--- src/sv/fsdc_pkg.sv ---
`timescale 1ns / 1ps
`default_nettype none
// ----------------------------------------------------------------------------
// fsdc_pkg
// Shared types and constants of the float32 to scaled decimal converter.
// ----------------------------------------------------------------------------
package fsdc_pkg;

   localparam int NW = 176;
   typedef logic [NW-1:0] big_type;

   localparam logic [23:0] TEN6    = 24'd1000000;
   localparam logic [23:0] TEN7    = 24'd10000000;
   localparam logic [31:0] MAGIC10 = 32'hCCCCCCCD;

   localparam logic [6:0] MAX_LOG2_RESET  = 7'd96;
   localparam logic [6:0] MIN_EXP10_RESET = 7'h64;

   localparam logic REG_MAX_LOG2  = 1'b0;
   localparam logic REG_MIN_EXP10 = 1'b1;

   localparam logic [3:0] OP_NONE   = 4'd0;
   localparam logic [3:0] OP_LOAD   = 4'd1;
   localparam logic [3:0] OP_NORM   = 4'd2;
   localparam logic [3:0] OP_INIT   = 4'd3;
   localparam logic [3:0] OP_SCALE  = 4'd4;
   localparam logic [3:0] OP_DIVSET = 4'd5;
   localparam logic [3:0] OP_DIV    = 4'd6;
   localparam logic [3:0] OP_ROUND  = 4'd7;
   localparam logic [3:0] OP_STRIP  = 4'd8;
   localparam logic [3:0] OP_SCL    = 4'd9;
   localparam logic [3:0] OP_WIDEN  = 4'd10;

   typedef struct packed {
      logic [3:0] op;
      logic       emit;
   } cmd_type;

   typedef struct packed {
      logic special;
      logic norm_done;
      logic err;
      logic scale_done;
      logic div_last;
      logic strip_done;
      logic widen_done;
   } status_type;

endpackage
`default_nettype wire

--- src/sv/fsdc_ctrl.sv ---
`timescale 1ns / 1ps
`default_nettype none
// ----------------------------------------------------------------------------
// fsdc_ctrl
// Sequencer: steps the datapath through one conversion and hands off the item.
// ----------------------------------------------------------------------------
module fsdc_ctrl import fsdc_pkg::*; (
   input  wire logic       clock,
   input  wire logic       reset,
   input  wire logic       req_valid,
   input  wire logic       out_free,
   input  wire status_type st,
   output logic            req_ready,
   output cmd_type         cmd
);

   localparam logic [3:0] S_IDLE   = 4'd0;
   localparam logic [3:0] S_NORM   = 4'd1;
   localparam logic [3:0] S_INIT   = 4'd2;
   localparam logic [3:0] S_SCALE  = 4'd3;
   localparam logic [3:0] S_DIVSET = 4'd4;
   localparam logic [3:0] S_DIV    = 4'd5;
   localparam logic [3:0] S_ROUND  = 4'd6;
   localparam logic [3:0] S_STRIP  = 4'd7;
   localparam logic [3:0] S_SCL    = 4'd8;
   localparam logic [3:0] S_WIDEN  = 4'd9;
   localparam logic [3:0] S_DONE   = 4'd10;

   logic [3:0] state_ff, state_in;

   always_comb begin
      cmd.op    = OP_NONE;
      cmd.emit  = 1'b0;
      req_ready = state_ff == S_IDLE;
      state_in  = state_ff;
      unique case (state_ff)
         S_IDLE: begin
            if (req_valid) begin
               cmd.op   = OP_LOAD;
               state_in = S_NORM;
            end
         end
         S_NORM: begin
            if (st.special) begin
               state_in = S_DONE;
            end else if (st.norm_done) begin
               state_in = S_INIT;
            end else begin
               cmd.op = OP_NORM;
            end
         end
         S_INIT: begin
            cmd.op   = OP_INIT;
            state_in = S_SCALE;
         end
         S_SCALE: begin
            if (st.err) begin
               state_in = S_DONE;
            end else if (st.scale_done) begin
               state_in = S_DIVSET;
            end else begin
               cmd.op = OP_SCALE;
            end
         end
         S_DIVSET: begin
            cmd.op   = OP_DIVSET;
            state_in = S_DIV;
         end
         S_DIV: begin
            if (st.err) begin
               state_in = S_DONE;
            end else begin
               cmd.op = OP_DIV;
               if (st.div_last) begin
                  state_in = S_ROUND;
               end
            end
         end
         S_ROUND: begin
            cmd.op   = OP_ROUND;
            state_in = S_STRIP;
         end
         S_STRIP: begin
            if (st.strip_done) begin
               state_in = S_SCL;
            end else begin
               cmd.op = OP_STRIP;
            end
         end
         S_SCL: begin
            cmd.op   = OP_SCL;
            state_in = S_WIDEN;
         end
         S_WIDEN: begin
            if (st.err || st.widen_done) begin
               state_in = S_DONE;
            end else begin
               cmd.op = OP_WIDEN;
            end
         end
         S_DONE: begin
            if (out_free) begin
               cmd.emit = 1'b1;
               state_in = S_IDLE;
            end
         end
         default: begin
            state_in = S_IDLE;
         end
      endcase
   end

   always_ff @(posedge clock) begin
      if (reset) begin
         state_ff <= S_IDLE;
      end else begin
         state_ff <= state_in;
      end
   end

endmodule
`default_nettype wire

--- config.mk ---
export PLATFORM = sky130hd
export DESIGN_NAME = fsdc_ctrl
export DESIGN_NICKNAME = d
export VERILOG_FILES = /design/src/sv/fsdc_pkg.sv /design/src/sv/fsdc_ctrl.sv
export SDC_FILE = /design/constraint.sdc
export NUM_CORES = 1
export LEC_CHECK = 0
export BUFFER_PORTS_ARGS = -buffer_cell sky130_fd_sc_hd__buf_2
export CAP_MARGIN = 20
export CORE_AREA = 2 2 39 41
export DETAILED_ROUTE_END_ITERATION = 10
export DIE_AREA = 0 0 41 43
export GPL_TIMING_DRIVEN = 0
export PLACE_DENSITY_LB_ADDON = 0.12
export REMOVE_ABC_BUFFERS = 1
export SLEW_MARGIN = 20
export SYNTH_ARGS = -nofsm -noshare
export SYNTH_HDL_FRONTEND = slang
export SYNTH_SLANG_ARGS = --single-unit
--- constraint.sdc ---
create_clock -name clock -period 1.7 [get_ports clock]
set_input_delay 0.085 -clock clock [delete_from_list [all_inputs] [get_ports clock]]
set_output_delay 0.085 -clock clock [all_outputs]
set_load 0.05 [all_outputs]
# After elaboration in Yosys (flattened, before gate mapping)
# Index checks and enable logic that the tools add are counted.
[word_totals]
register_bits = 4
input_bits = 11
output_inout_bits = 6
[op_classes]
eq_ne = 17
n_mux = 22
reduce_logical = 3
[op_table]
columns = ["operator", "count"]
rows = [
  ["$mux 4", 12],
  ["$pmux 4 s11", 1],
  ["$pmux 4 s10", 1],
  ["$eq 4x3->1 const B", 4],
  ["$eq 4x4->1 const B", 3],
  ["$mux 3", 3],
  ["$ne 3x3->1 const B", 3],
  ["$eq 4x2->1 const B", 2],
  ["$ne 2x2->1 const B", 4],
  ["$reduce_and 7->1", 1],
  ["$eq 4x1->1 const B", 1],
  ["$logic_not 4->1", 1],
  ["$mux 2", 2],
  ["$mux 1", 3],
  ["$logic_or 1x1->1", 1],
]

# Logic depth before layout (Yosys ltp)
[logic_depth]
word_depth = 3
depth_mapped = 6
mapped_depth_nobuf = 4

# Worst setup path after synthesis
# No wires, ideal clock.
[synth_path]
path_kind = "register to output"
from = "reg state_ff[2]"
to = "out cmd[2] in the netlist's numbering"
arrival_time_ns = 1.990
t_required_ns = 1.615
setup_slack_ns = -0.375
stages_incl_launch_ff = 5
path_buffers = 1
path_cell_list = "dfxtp_1 -> buf_2 -> nor3b_1 -> o21ai_0 -> o21ai_0"
[synth_lines]
columns = ["item", "line", "source"]
rows = [
  ["start: declaration", "fsdc_ctrl.sv:29", "logic [3:0] state_ff, state_in;"],
  ["start signal: assignment", "fsdc_ctrl.sv:117", "state_ff <= state_in;"],
  ["end: declaration", "fsdc_ctrl.sv:14", "output cmd_type cmd"],
]

# Final worst setup path
[layout_path]
from = "reg state_ff[1]"
to = "reg state_ff[2]"
[layout_via]
elab_chain_len = 3
word_cells_on_any_way = 20
classes_between = "eq/ne: 17; mux: 1; reduce/logical: 2"
[layout_lines]
columns = ["item", "line", "source"]
rows = [
  ["$eq 4x1->1 (tied with other cells)", "fsdc_ctrl.sv:36", "unique case (state_ff)"],
  ["$ne 3x3->1 (no line) / $ne 2x2->1 (equally long branches)", "--", ""],
  ["$reduce_and 7->1 (no line)", "--", ""],
]
# Several ways; a longest one is shown, not always the timed one.
# A chain may end at the register's enable or synchronous reset.

==> flow_metrics.py <==
metrics = {
    "logic_synthesis": {
        "yosysSeqAreaShare_pct": 16.45,
        "synth_cell_types": 34,
        "ys_top_cells_by_area": "dfxtp_1 16%, nor3b_1 7.7%, o21ai_0 7.2%, nor2_1 5.4%, and4bb_1 5.1%",
        "synth_area_um2": 486.7,
        "yosys_warnings": 0,
        "syn_inst": 62,
        "async_flop_share_pct": 0,
        "synth_edf_count": 0,
        "yosys.area.top_type": "dfxtp_1",
        "synthFlopType": "dfxtp_1",
        "syn_avg_cell_area_um2": 7.850,
        "yosys.area.top_type_share_pct": 16.45,
        "ys_ff_latch": 4,
    },
    "sta": {
        "slew_headroom_pct": 78.64,
        "setup_violations": 0,
        "finClkSkew_ns": 0.003849,
        "timing.fmax_mhz": 626.1,
        "hold_viol": 0,
        "fin_crit_ns": 1.597,
        "post-route-period-util_pct": 93.96,
        "final_max_slew_viol_count": 0,
        "rsz0062_at_grt": "no",
        "tns_ns": 0,
        "max_slew.worst_pin.slew_ns": 0.3170,
    },
    "worst_setup_path": {
        "cp-start-kind": "register",
        "regToRegSetupSlack_ns": 0.10,
        "cp-end-kind": "register",
        "arrival_ns": 1.71,
        "max_stage_delay_ns": 0.50,
        "ff2ff_path_depth": 4,
        "path_cells": "nor3b_1, o21ai_0, and3_4, mux2_4",
        "worst_ep_required_time_ns": 1.81,
        "r2r-end": "state_ff[2]$_SDFFE_PP0P_",
        "critical_path.top_delay_family": "flip-flops",
        "reg2reg_from": "state_ff[1]$_SDFFE_PP0P_",
        "critPathKind": "reg2reg",
        "critical_path_buf_inv_count": 0,
        "crit_fanout": 16,
        "slowest_stage": "dfxtp_2",
    },
    "final_layout": {
        "layout-area-overhead-vs-synth_pct": 30.33,
        "fillerInstances": 163,
        "fin_nets": 93,
        "largest_register": "state_ff",
        "drive_gt1_share_pct": 43.75,
        "largest_registers": "state_ff: 4 flops",
        "stdcell_area_um2": 634.4,
        "multi_input_area_um2": 374.1,
        "seq_area_um2": 90.09,
        "antenna_cells": 0,
        "largest_reg_flops": 4,
    },
    "placement": {
        "place_congestion": 0.6855,
        "hpwl_um": 765.4,
        "place.port_buffers": 16,
        "dpl-instance-area_um2": 559.3,
    },
    "cts": {
        "cts_buffers": 3,
        "clockBufferDepth": 2,
        "cts_max_level": 1,
        "cts_tree": "done",
        "clkLatencyLatePin_ns": 0.23,
        "cts.sinks": 4,
        "cts_root_buf": "clkbuf_4",
        "clkTransAtPathRegs_ns": 0.04,
    },
    "die": {
        "initial_utilization_pct": 35.17,
        "dieHeight_um": 43,
        "fp.dieArea_um2": 1763,
        "core_area_um2": 1384,
        "die_w_um": 41,
        "io_pins": 17,
        "rows": 14,
    },
    "worst_hold_path": {
        "min_to": "state_ff[0]$_SDFFE_PP0P_",
        "worstHoldStart": "reset",
        "min_path_type": "in2reg",
        "holdPathStages": 2,
    },
    "grt": {
        "antenna_found_initial": 0,
        "grt_pass1_wl_um": 1821,
        "grt-ovfl-total": 0,
        "grt_pass1_vias": 430,
        "grt_max_degree": 19,
        "grt.total_usage_pct": 14.53,
    },
    "power": {
        "p_per_area_nw_per_um2": 1638,
        "irDropWorstVdd_mv": 0.5732,
        "p_leak_uw": 0.0002699,
    },
    "status": {
        "outcome": "finished clean",
    },
    "job": {
        "maxCapViolCount": 0,
    },
    "routing": {
        "ant_nets": 0,
        "viasPerCell": 5.333,
        "routedWlPerCell_um": 11.19,
        "drt_iter0_markers": 6,
        "drtPass1Iterations": 4,
        "drc_errors": 0,
        "wl_um": 1074,
        "via_count": 512,
    },
}
==> logic make-up (layout without fill, tap and decap cells) <==
kind of cell               count (synthesis)  after routing  share of synthesized area (%)
buffers and inverters                      8             26                          7.197
adders and majority gates                  1              1                          2.057
and+or+nand+nor                           28             28                          42.16
AOI/OAI and AO/OA                         19             19                          26.99
DFF                                        4              4                          16.45
muxes                                      2              2                          5.141
==> worst max path at each step <==
stage / startpoint / to / slack (ns) / depth (start not counted)
6_report: state_ff[1]$_SDFFE_PP0P_ / state_ff[2]$_SDFFE_PP0P_ / 0.10 / 4
5_1_grt: state_ff[1]$_SDFFE_PP0P_ / state_ff[2]$_SDFFE_PP0P_ / 0.004 / 4
4_1_cts: state_ff[3]$_SDFFE_PP0P_ / cmd[2] / 0.05 / 5
3_5_place_dp: state_ff[3]$_SDFFE_PP0P_ / state_ff[2]$_SDFFE_PP0P_ / -0.24 / 4
3_3_place_gp: state_ff[3]$_SDFFE_PP0P_ / state_ff[2]$_SDFFE_PP0P_ / -0.20 / 4
2_1_floorplan: state_ff[3]$_SDFFE_PP0P_ / cmd[2] / -0.51 / 4
==> cells in the mapped netlist, types with 2 or more instances <==
master    number
nor2b_1        2
nand3b_1       2
nor3b_1        5
o21ai_0        7
inv_1          2
and4bb_1       2
a21oi_1        3
nor2_1         7
buf_2          4
dfxtp_1        4
==> layer usage <==
layer  vias up  global-route usage [%]  wire (µm)
met5         -                       0          0
met4         0                   2.000          0
met3         0                   4.712         36
met2        11                   22.19        478
met1       227                   19.81        559
li1        274                       -          -
==> cell usage in the layout, fill, tap and decap left out, drive strengths merged, types with 2 or more instances in the layout <==
cell    netlist  routed
nand3b        2       2
o21ai         8       8
a21oi         3       3
dfxtp         4       4
and4bb        2       2
clkbuf        1       4
a211oi        2       2
inv           2       2
nor3b         6       6
nor2b         2       2
buf           5      20
nor2          7       7
==> final cells by class <==
class	instances	share of cell area [%]
clock buffers	3	3.550
inverters	2	1.183
multi-input cells	50	58.97
flip-flops and latches	4	14.20
well taps	16	3.156
repair buffers	21	18.93
==> what timing repair did <==
action / 4_1_cts / 5_1_grt
resized for setup: 5 / 3
setup buffers: 0 / 5
setup endpoints to repair: 7 / 3
hold buffers: 0 / 0
==> where the power goes <==
part,total (µW),internal [µW],switching (µW)
Clock,115,78.8,35.8
Combinational,665,288,376
Sequential,260,139,121
==> per-stage QoR <==
| step | hold WS, ns | power, µW | utilization [%] | cells | setup slack [ns] |
|---|---|---|---|---|---|
| final | 0.07121 | 1039 | 45.84 | 96 | 0.1028 |
| after global routing | 0.07592 | 1124 | 45.84 | 96 | 0.004267 |
| after detailed placement | 0.3202 | 857.5 | 40.42 | 88 | -0.2439 |
| after floorplan | 0.1496 | 722.4 | - | 56 | -0.5053 |
| after global placement | 0.3200 | 859.6 | 40.42 | 88 | -0.2047 |
| after CTS | 0.06922 | 986.2 | 42.59 | 91 | 0.05154 |
Note: power is estimated with default switching activity, not from simulation.
